==> src/hdl/epm_pkg.sv <==
// Shared types and constants for the energy pulse meter.
// No dependencies; used by every module of the block.
package epm_pkg;

  localparam logic REQ_TICK  = 1'b0;
  localparam logic REQ_PULSE = 1'b1;

  localparam logic [15:0] IDLE_TIMEOUT_RST  = 16'd3000;
  localparam logic [15:0] PERIOD_MS_RST     = 16'd5000;
  localparam logic [7:0]  PERIODS_PER_RPT_RST = 8'd12;

  localparam logic [16:0] IDLE_MAX = 17'h1FFFF;

  typedef enum logic [1:0] {
    EV_LOAD_REMOVED = 2'd0,
    EV_PERIOD_COUNT = 2'd1,
    EV_REPORT_TOTAL = 2'd2
  } epm_event_t;

  typedef enum logic [1:0] {
    REG_IDLE_TIMEOUT      = 2'd0,
    REG_PERIOD_MS         = 2'd1,
    REG_PERIODS_PER_REPORT = 2'd2
  } epm_reg_t;

  // Windows reported with the results of one tick.
  typedef struct packed {
    logic [15:0] timeout_ms;
    logic [15:0] period_ms;
    logic [23:0] report_ms;
  } epm_win_t;

  // Hand-off from the state update to the result drain.
  typedef struct packed {
    logic     load;
    logic     period_fire;
    logic     report_fire;
    epm_win_t win;
  } epm_snap_t;

endpackage

==> src/hdl/epm_update.sv <==
// Input word register and the per-channel counter state of the pulse meter.
// Depends on epm_pkg; hands each tick's results to epm_drain.
module epm_update import epm_pkg::*; #(
  parameter int CHANNELS = 2
) (
  input  logic                       clk,
  input  logic                       rst_n,
  input  logic                       in_valid,
  output logic                       in_stall,
  input  logic                       in_req_type,
  input  logic [2:0]                 in_channel,
  input  logic [15:0]                idle_timeout_ms,
  input  logic [15:0]                period_ms,
  input  logic [7:0]                 periods_per_report,
  input  logic                       drain_busy,
  output epm_snap_t                  snap,
  output logic [CHANNELS-1:0]        lr_mask,
  output logic [CHANNELS-1:0][31:0]  per_val,
  output logic [CHANNELS-1:0][31:0]  rep_val
);

  logic        in_vld_r, in_vld_nxt;
  logic        req_r;
  logic [2:0]  ch_r;
  logic        go;
  logic        accept;

  logic [CHANNELS-1:0][16:0] idle_r, idle_nxt;
  logic [CHANNELS-1:0][31:0] pulses_r, pulses_nxt;
  logic [CHANNELS-1:0][31:0] total_r, total_nxt;
  logic [15:0] ptimer_r, ptimer_nxt;
  logic [7:0]  pidx_r, pidx_nxt;

  logic [15:0] ptimer_inc;
  logic [7:0]  pidx_inc;
  logic        pfire;
  logic        rfire;
  logic [23:0] report_ms;

  // A pulse never produces results, so it may be applied while a tick drains.
  assign go       = in_vld_r & ((req_r == REQ_PULSE) | ~drain_busy);
  assign in_stall = in_vld_r & ~go;
  assign accept   = in_valid & ~in_stall;
  assign in_vld_nxt = accept | (in_vld_r & ~go);

  assign ptimer_inc = (ptimer_r == 16'hFFFF) ? ptimer_r : ptimer_r + 16'd1;
  assign pfire      = (ptimer_inc >= period_ms);
  assign pidx_inc   = (pfire && pidx_r != 8'hFF) ? pidx_r + 8'd1 : pidx_r;
  assign rfire      = (pidx_inc >= periods_per_report);
  assign report_ms  = 24'(period_ms) * 24'(periods_per_report);

  always_comb begin
    logic [16:0] idle_inc;
    logic [32:0] sum;
    logic [31:0] total_after;
    idle_inc    = '0;
    sum         = '0;
    total_after = '0;
    idle_nxt    = idle_r;
    pulses_nxt  = pulses_r;
    total_nxt   = total_r;
    ptimer_nxt  = ptimer_r;
    pidx_nxt    = pidx_r;
    lr_mask     = '0;
    per_val     = pulses_r;
    rep_val     = total_r;
    for (int c = 0; c < CHANNELS; c++) begin
      idle_inc    = (idle_r[c] == IDLE_MAX) ? idle_r[c] : idle_r[c] + 17'd1;
      lr_mask[c]  = (idle_inc > {1'b0, idle_timeout_ms});
      sum         = {1'b0, total_r[c]} + {1'b0, pulses_r[c]};
      total_after = pfire ? (sum[32] ? 32'hFFFF_FFFF : sum[31:0]) : total_r[c];
      rep_val[c]  = total_after;
      if (req_r == REQ_PULSE) begin
        if (ch_r == 3'(c)) begin
          idle_nxt[c]   = '0;
          pulses_nxt[c] = (pulses_r[c] == 32'hFFFF_FFFF) ? pulses_r[c]
                                                          : pulses_r[c] + 32'd1;
        end
      end else begin
        idle_nxt[c]   = lr_mask[c] ? 17'd0 : idle_inc;
        pulses_nxt[c] = pfire ? 32'd0 : pulses_r[c];
        total_nxt[c]  = rfire ? 32'd0 : total_after;
      end
    end
    if (req_r == REQ_TICK) begin
      ptimer_nxt = pfire ? 16'd0 : ptimer_inc;
      pidx_nxt   = rfire ? 8'd0 : pidx_inc;
    end
  end

  always_comb begin
    snap.load           = go & (req_r == REQ_TICK);
    snap.period_fire    = pfire;
    snap.report_fire    = rfire;
    snap.win.timeout_ms = idle_timeout_ms;
    snap.win.period_ms  = period_ms;
    snap.win.report_ms  = report_ms;
  end

  always_ff @(posedge clk) begin
    if (!rst_n) begin
      in_vld_r <= 1'b0;
      idle_r   <= '0;
      pulses_r <= '0;
      total_r  <= '0;
      ptimer_r <= '0;
      pidx_r   <= '0;
    end else begin
      in_vld_r <= in_vld_nxt;
      if (go) begin
        idle_r   <= idle_nxt;
        pulses_r <= pulses_nxt;
        total_r  <= total_nxt;
        ptimer_r <= ptimer_nxt;
        pidx_r   <= pidx_nxt;
      end
    end
  end

  always_ff @(posedge clk) begin
    if (accept) begin
      req_r <= in_req_type;
      ch_r  <= in_channel;
    end
  end

endmodule

==> src/hdl/epm_drain.sv <==
// Holds one tick's results and sends one word per cycle while not stalled.
// Depends on epm_pkg; fed by epm_update.
module epm_drain import epm_pkg::*; #(
  parameter int CHANNELS = 2
) (
  input  logic                       clk,
  input  logic                       rst_n,
  input  epm_snap_t                  snap,
  input  logic [CHANNELS-1:0]        lr_mask,
  input  logic [CHANNELS-1:0][31:0]  per_val,
  input  logic [CHANNELS-1:0][31:0]  rep_val,
  output logic                       busy,
  output logic                       out_valid,
  input  logic                       out_stall,
  output logic [2:0]                 out_channel_out,
  output logic [1:0]                 out_event_kind,
  output logic [23:0]                out_window_ms,
  output logic [31:0]                out_pulse_value,
  output logic                       out_last_of_run
);

  localparam int CHW  = (CHANNELS > 1) ? $clog2(CHANNELS) : 1;
  localparam int NRES = 3 * CHANNELS;

  // Pending bits: load removed per channel, then period counts, then totals.
  logic [NRES-1:0]           pend_r, pend_nxt;
  logic [CHANNELS-1:0][31:0] per_val_r;
  logic [CHANNELS-1:0][31:0] rep_val_r;
  epm_win_t                  win_r;

  logic                      out_vld_r;
  logic [2:0]                ch_out_r;
  logic [1:0]                kind_r;
  logic [23:0]               win_out_r;
  logic [31:0]               val_r;
  logic                      last_r;

  logic [NRES-1:0]           sel_bit;
  epm_event_t                sel_kind;
  logic [CHW-1:0]            sel_ch;
  logic [31:0]               sel_val;
  logic [23:0]               sel_win;
  logic                      load_out;

  assign busy     = |pend_r;
  assign load_out = busy & (~out_vld_r | ~out_stall);

  // The loop runs from the back so the lowest pending bit wins.
  always_comb begin
    sel_bit  = '0;
    sel_kind = EV_LOAD_REMOVED;
    sel_ch   = '0;
    sel_val  = '0;
    for (int k = 2; k >= 0; k--) begin
      for (int c = CHANNELS - 1; c >= 0; c--) begin
        if (pend_r[k*CHANNELS + c]) begin
          sel_bit                = '0;
          sel_bit[k*CHANNELS + c] = 1'b1;
          sel_kind               = epm_event_t'(2'(k));
          sel_ch                 = CHW'(c);
          sel_val                = (k == 1) ? per_val_r[c] :
                                   (k == 2) ? rep_val_r[c] : 32'd0;
        end
      end
    end
  end

  always_comb begin
    unique case (sel_kind)
      EV_LOAD_REMOVED: sel_win = {8'd0, win_r.timeout_ms};
      EV_PERIOD_COUNT: sel_win = {8'd0, win_r.period_ms};
      EV_REPORT_TOTAL: sel_win = win_r.report_ms;
      default:         sel_win = '0;
    endcase
  end

  always_comb begin
    pend_nxt = pend_r;
    if (snap.load) begin
      pend_nxt = {{CHANNELS{snap.report_fire}}, {CHANNELS{snap.period_fire}}, lr_mask};
    end else if (load_out) begin
      pend_nxt = pend_r & ~sel_bit;
    end
  end

  always_ff @(posedge clk) begin
    if (!rst_n) begin
      pend_r    <= '0;
      out_vld_r <= 1'b0;
    end else begin
      pend_r <= pend_nxt;
      if (load_out) begin
        out_vld_r <= 1'b1;
      end else if (!out_stall) begin
        out_vld_r <= 1'b0;
      end
    end
  end

  always_ff @(posedge clk) begin
    if (snap.load) begin
      per_val_r <= per_val;
      rep_val_r <= rep_val;
      win_r     <= snap.win;
    end
    if (load_out) begin
      ch_out_r  <= 3'(sel_ch);
      kind_r    <= sel_kind;
      win_out_r <= sel_win;
      val_r     <= sel_val;
      last_r    <= ((pend_r & ~sel_bit) == '0);
    end
  end

  assign out_valid       = out_vld_r;
  assign out_channel_out = ch_out_r;
  assign out_event_kind  = kind_r;
  assign out_window_ms   = win_out_r;
  assign out_pulse_value = val_r;
  assign out_last_of_run = last_r;

endmodule

==> src/hdl/energy_pulse_meter.sv <==
// Energy pulse meter top level: configuration registers, state update and result drain.
// Depends on epm_pkg, epm_update and epm_drain.
//
// Every input word is held in the input register and then applied to the channel
// counters, so a pulse word can be taken every cycle unless a tick waits in the
// input register. A tick word also captures its results (up to three per
// channel: load removed, period count, report total) into a holding stage that
// feeds the output register one result per cycle while the output is not
// stalled. A following tick waits in the input register until the previous
// tick's last result has moved into the output register; pulses ahead of it
// are applied meanwhile.
module energy_pulse_meter import epm_pkg::*; #(
  parameter int CHANNELS = 2
) (
  input  logic        clk,
  input  logic        rst_n,
  input  logic        in_valid,
  output logic        in_stall,
  input  logic        in_req_type,
  input  logic [2:0]  in_channel,
  output logic        out_valid,
  input  logic        out_stall,
  output logic [2:0]  out_channel_out,
  output logic [1:0]  out_event_kind,
  output logic [23:0] out_window_ms,
  output logic [31:0] out_pulse_value,
  output logic        out_last_of_run,
  input  logic        psel,
  input  logic        penable,
  input  logic        pwrite,
  input  logic [3:0]  paddr,
  input  logic [31:0] pwdata,
  output logic [31:0] prdata,
  output logic        pready
);

  logic [15:0] idle_timeout_r;
  logic [15:0] period_ms_r;
  logic [7:0]  ppr_r;
  logic        cfg_wr;
  epm_reg_t    reg_sel;

  epm_snap_t                 snap;
  logic [CHANNELS-1:0]       lr_mask;
  logic [CHANNELS-1:0][31:0] per_val;
  logic [CHANNELS-1:0][31:0] rep_val;
  logic                      drain_busy;

  assign pready  = 1'b1;
  assign cfg_wr  = psel & penable & pwrite & pready;
  assign reg_sel = epm_reg_t'(paddr[3:2]);

  always_ff @(posedge clk) begin
    if (!rst_n) begin
      idle_timeout_r <= IDLE_TIMEOUT_RST;
      period_ms_r    <= PERIOD_MS_RST;
      ppr_r          <= PERIODS_PER_RPT_RST;
    end else if (cfg_wr) begin
      unique case (reg_sel)
        REG_IDLE_TIMEOUT:       idle_timeout_r <= pwdata[15:0];
        REG_PERIOD_MS:          period_ms_r    <= pwdata[15:0];
        REG_PERIODS_PER_REPORT: ppr_r          <= pwdata[7:0];
        default: ;
      endcase
    end
  end

  always_comb begin
    unique case (reg_sel)
      REG_IDLE_TIMEOUT:       prdata = {16'd0, idle_timeout_r};
      REG_PERIOD_MS:          prdata = {16'd0, period_ms_r};
      REG_PERIODS_PER_REPORT: prdata = {24'd0, ppr_r};
      default:                prdata = '0;
    endcase
  end

  epm_update #(
    .CHANNELS(CHANNELS)
  ) u_update (
    .clk               (clk),
    .rst_n             (rst_n),
    .in_valid          (in_valid),
    .in_stall          (in_stall),
    .in_req_type       (in_req_type),
    .in_channel        (in_channel),
    .idle_timeout_ms   (idle_timeout_r),
    .period_ms         (period_ms_r),
    .periods_per_report(ppr_r),
    .drain_busy        (drain_busy),
    .snap              (snap),
    .lr_mask           (lr_mask),
    .per_val           (per_val),
    .rep_val           (rep_val)
  );

  epm_drain #(
    .CHANNELS(CHANNELS)
  ) u_drain (
    .clk            (clk),
    .rst_n          (rst_n),
    .snap           (snap),
    .lr_mask        (lr_mask),
    .per_val        (per_val),
    .rep_val        (rep_val),
    .busy           (drain_busy),
    .out_valid      (out_valid),
    .out_stall      (out_stall),
    .out_channel_out(out_channel_out),
    .out_event_kind (out_event_kind),
    .out_window_ms  (out_window_ms),
    .out_pulse_value(out_pulse_value),
    .out_last_of_run(out_last_of_run)
  );

endmodule

==> config.mk <==
export PLATFORM = sky130hd
export DESIGN_NAME = energy_pulse_meter
export DESIGN_NICKNAME = d
export VERILOG_FILES = /design/src/hdl/epm_pkg.sv /design/src/hdl/epm_update.sv /design/src/hdl/epm_drain.sv /design/src/hdl/energy_pulse_meter.sv
export SDC_FILE = /design/constraint.sdc
export NUM_CORES = 1
export LEC_CHECK = 0
export ABC_AREA = 1
export BUFFER_PORTS_ARGS = -buffer_cell sky130_fd_sc_hd__clkbuf_2
export CELL_PAD_IN_SITES_DETAIL_PLACEMENT = 1
export CELL_PAD_IN_SITES_GLOBAL_PLACEMENT = 2
export CORE_UTILIZATION = 33
export DETAILED_ROUTE_END_ITERATION = 10
export PLACE_DENSITY_LB_ADDON = 0.15
export SLEW_MARGIN = 5
export SYNTH_ARGS = -nofsm -noshare
export SYNTH_HDL_FRONTEND = slang
export SYNTH_SLANG_ARGS = --single-unit
==> constraint.sdc <==
create_clock -name clk -period 4.8 [get_ports clk]
set_input_delay 0.24 -clock clk [delete_from_list [all_inputs] [get_ports clk]]
set_output_delay 0.24 -clock clk [all_outputs]
set_load 0.005 [all_outputs]
# Word level (Yosys, flattened, before mapping)
# Index checks and enable logic that the tools add are counted.
# W data, S select, Z words.
[word_totals] regBits=482 input_bits=47 output_inout_bits=97 elab_cells=144
[op_classes] bitwise_logic=18 n_eq_ne=16 multipliers=1 reduce_logical=17 add_sub_neg=8 n_lt_le_gt_ge=4 mux=52
[ops] op="$mux W32" count=17
[ops] op="$mux W17" count=8
[ops] op="$pmux W24 S3" count=1
[ops] op="$add A32 B32 Y33" count=2
[ops] op="$add A32 B1 Y32 const B" count=2
[ops] op="$eq A32 B32 Y1 const B" count=2
[ops] op="$mux W6" count=8
[ops] op="$pmux W16 S3" count=1
[ops] op="$add A17 B1 Y17 const B" count=2
[ops] op="$eq A17 B17 Y1 const B" count=2
[ops] op="$gt A17 B16 Y1" count=2
[ops] op="$mux W16" count=2
[ops] op="$mul A16 B8 Y24" count=1
[ops] op="$add A16 B1 Y16 const B" count=1
[ops] op="$eq A16 B16 Y1 const B" count=1
[ops] op="$ge A16 B16 Y1" count=1
[ops] op="$mux W8" count=2
[ops] op="$mux W2" count=6
[ops] op="$reduce_and A2 Y1" count=6
[ops] op="$add A8 B1 Y8 const B" count=1
[ops] op="$ge A8 B8 Y1" count=1
[ops] op="$ne A2 B2 Y1 const B" count=4
[ops] op="$ne A8 B8 Y1 const B" count=1
[ops] op="$reduce_and A4 Y1" count=2
[ops] op="17 further kinds" count=40

# Logic depth before layout (Yosys ltp)
[depth] depth_word=10 ltp_mapped=33 mapped_depth_nobuf=32

# Modules after synthesis
# From an unflattened synthesis, not the netlist that was laid out.
[unflattened] hier_cells=4739 hier_area_um2=34017.6
[by_module_without_submodules] mod="epm_update" cells_each=3830 n_inst=1 seq_area_each_um2=3863.7 area_per_inst_um2=22874.4
[by_module_without_submodules] mod="epm_drain" cells_each=619 n_inst=1 seq_area_each_um2=7467.2 area_per_inst_um2=9167.5
[by_module_without_submodules] mod="energy_pulse_meter" cells_each=290 n_inst=1 seq_area_each_um2=800.8 area_per_inst_um2=1975.6

# Least setup slack after synthesis
# OpenSTA, ideal clock, no wires.
[synth_timing] path_type="register to register" startpoint="register ppr_r[7]" endpoint="register u_drain.win_r[19] (netlist bit) (data pin)" n_path_buf=2 period_less_slack_ns=4.521 setup_slack_ns=0.279 path_stages_with_launch=18 arrival_ns=4.255 required_ns=4.535 setup_ns=0.265 cell_sequence="dfxtp_1 > clkbuf_1 > clkbuf_1 > nand2_1 > fa_1 > inv_1 > fa_1 > inv_1 > fa_1 > fa_1 > inv_1 > ha_1 > a21oi_1 > o21a_1 > o21ai_0 > a21oi_1 > o21ai_0 > xor2_1"
[synth_rtl] element="start, declared" line_no="energy_pulse_meter.sv:39" rtl="logic [7:0] ppr_r;"
[synth_rtl] element="start signal, assigned" line_no="energy_pulse_meter.sv:62" rtl="REG_PERIODS_PER_REPORT: ppr_r <= pwdata[7:0];"
[synth_rtl] element="end signal, assigned" line_no="epm_drain.sv:104" rtl="win_r <= snap.win;"
[synth_rtl] element="end, declared" line_no="epm_drain.sv:29" rtl="epm_win_t win_r;"

==> flow_summary_export.csv <==
group,metric,value,unit
clocking,htree_levels,2,
floorplanning,die_h,317.1,µm
critical_path,crit_chain,"buf_4 -> nand2_1 -> inv_1 -> fa_1 -> ha_1 -> inv_1 -> fa_1 -> fa_1 -> inv_1 -> ha_1 -> nand2_1 -> o21ai_0 -> a21oi_1 -> o21ai_0 -> xor2_1",
floorplanning,core,98420,µm²
sta,timing.final.crit_share,95.22,%
pwr,power_density,269.6,nW/µm²
layout,finalNetCount,4896,
sta,slew_headroom,22.95,%
critical_path,cp.arrival,4.96,ns
critical_path,reg2reg_slack,0.23,ns
critical_path,critical-path-max-stage-delay,0.56,ns
layout,area_growth,15.11,%
synthesis,synth_edf_count,248,
route,num_vias,28900,
route,remaining_drc_errors,0,
global_route,grt_max_degree,112,
route,drt.antenna.violating_nets,0,
synthesis,ys_ff_latch,482,
floorplanning,pin_count,144,
critical_path,cp-end-kind,"register",
sta,hold_violations,0,
layout,fill_cells,12180,
status,status,"finished, final reports clean",
clocking,clkSinkCount,482,
layout,layout_commonest_cell,"nand2_1",
route,wl,117.2,mm
global_route,grt_antenna_before_repair,4,
global_route,grt_pass1_vias,29420,
synthesis,yosysSeqAreaShare,37.04,%
clocking,clkSlewWorstSetupHoldPaths,0.06,ns
synthesis,synth_area,32760,µm²
floorplanning,fp-row-count,115,
critical_path,critical_path_buf_inv_count,4,
floorplanning,initial_core_util,33.28,%
sta,skew,0.02436,ns
critical_path,critPathRequiredTime,5.19,ns
worst_hold_path,hp-class,"in -> reg",
critical_path,cp_slowest_cell,"fa_1",
pwr,p_leak,16.71,nW
layout,mostFrequentLayoutCells,"nand2_1 (1354), inv_1 (637), nor2_1 (357)",
critical_path,crit_type,"reg -> reg",
synthesis,synth_cell_types,48,
global_route,grt_pass1_wl,176.6,mm
placement,portBuffers,106,
pwr,max-vdd-ir-drop,245.1,µV
synthesis,ys_warn_count,0,
clocking,cts_buffer_depth,3,
synthesis,synthFlopType,"edfxtp_1",
sta,fmax,218.8,MHz
layout,fin_cells,5930,
synthesis,synth_area_per_cell,7.373,µm²
route,drt_iter0_markers,1580,
clocking,cts-buffers-inserted,59,
flow_run,cap_violations,0,
critical_path,critPathMaxFanout,7,
global_route,grtUsageTotal,22.98,%
floorplanning,dieWidth,317.1,µm
placement,placedCellCount,5788,
route,via_per_inst,4.874,
sta,drv_slew,0,
route,wl_per_cell,19.77,µm
critical_path,startpoint_type,"register",
layout,num_antenna_cells,0,
floorplanning,dieArea,100500,µm²
clocking,cts_tree,"done",
route,drtPass1Iterations,5,
synthesis,synth_cells,4443,
placement,hpwl,89.78,mm
layout,drive_gt1_share,9.132,%
pwr,finalPower,10.16,mW
synthesis,async_flop_share,0,%
sta,worst_slew_pin_slew,1.152,ns
clocking,cts_root_buffer,"clkbuf_16",
placement,gp_congestion,0.8653,
global_route,overflow,0,
sta,min_period,4.571,ns
critical_path,path_delay_family,"adder cells",
clocking,clock_latency,0.67,ns
sta,finalSetupViolations,0,
[tightest hold or removal path: stages]
cell and delay, ns:
clkbuf_2 0.08, nand3_1 0.17, nor2_1 0.16, o211ai_1 0.18
[power by group]
group | internal [mW] | switching, mW
clock | 2.76 | 1.96
combinational | 0.290 | 0.597
sequential | 4.48 | 0.0762
[logic make-up (layout without fill, tap and decap cells)]
group	count (synthesis)	in the layout	synth area share, %
other cells	2	19	0.02293
compound gates	524	524	9.251
fa+ha+maj	256	256	11.75
buf+inv	823	1006	9.843
flops	482	482	37.04
simple gates	2213	2213	28.27
xor+xnor	143	143	3.824
[layout make-up]
type	instances	area, µm²	area share, %
Inverter	653	2467	6.544
Clock inverter	36	419.2	1.112
Sequential cell	482	12140	32.19
Multi-Input combinational cell	3155	17540	46.51
Tap cell	1287	1610	4.271
Timing Repair Buffer	242	1928	5.113
Clock buffer	75	1609	4.267
[flip-flops by register name, summed over array words and instances (netlist names), 6 cells and up]
signal	count
u_drain.per_val_r	64
u_update.ptimer_r	16
u_drain.rep_val_r	64
u_update.pidx_r	8
idle_timeout_r	16
u_drain.pend_r	6
ppr_r	8
u_drain.win_r	56
u_update.per_val	64
period_ms_r	16
u_update.total_r	64
u_update.idle_r	34
u_drain.out_pulse_value	32
u_drain.out_window_ms	24
[final timing paths]
path | start | to | cells after the start
setup / recovery | period_ms_r[4] | u_drain.win_r[19] | 15
hold / removal | penable | ppr_r[2] | 4
setup reg to reg | period_ms_r[4] | u_drain.win_r[19] | 15
hold reg to reg | idle_timeout_r[4] | u_drain.win_r[44] | 0
[Yosys cell counts, drive strengths merged, types with 4 or more instances]
library cell / n / area (µm²)
nand2: 1362 / 5137
inv: 650 / 2442
nor2: 369 / 1413
a21oi: 309 / 1546
edfxtp: 248 / 7447
dfxtp: 234 / 4684
nand3: 205 / 1026
ha: 170 / 2127
clkbuf: 111 / 416.7
fa: 86 / 1722
xor2: 82 / 718.2
and2: 67 / 419.2
o21ai: 67 / 335.3
or2: 65 / 406.6
nor3: 61 / 310.3
xnor2: 61 / 534.3
buf: 59 / 352.8
nand4: 52 / 325.3
o31ai: 34 / 255.2
a221oi: 32 / 280.3
a22oi: 22 / 165.2
o211ai: 19 / 142.6
nand3b: 15 / 112.6
nor4: 9 / 56.30
o22ai: 9 / 56.30
o21bai: 8 / 60.06
o221ai: 7 / 61.31
o21a: 5 / 37.54
and3: 4 / 25.02
nor3b: 4 / 30.03
[timing repair]
item / in CTS / in global routing
setup buffers: 0 / 3
endpoints found under the hold margin: 43 / 0
hold buffers: 22 / 0
resized for setup: 0 / 23
setup endpoints to repair: 0 / 76
[metal layers]
layer  track usage, %  up-vias  part of all wire (%)
li1                 -    14510                     -
met1            30.51    13870                    47
met2            39.86      413                    48
met3            2.582      110                   3.3
met4            5.146        0                   2.0
met5                0        -                     0
[per-stage QoR]
stage                     setup WS [ns]  hold WS [ns]  TNS [ns]  utilization [%]  cell area (µm²)
after floorplan                  0.2794        0.3389         0                -            32820
final                            0.2295        0.2128         0            38.31            37710
after CTS                        0.1126        0.1606         0            38.08            37480
after global placement           0.1991        0.4100         0            35.79            35230
after global routing           -0.04036        0.2265    -1.188            38.31            37710
after detailed placement         0.1579        0.4148         0            35.79            35230
(Power assumes the default switching activity.)
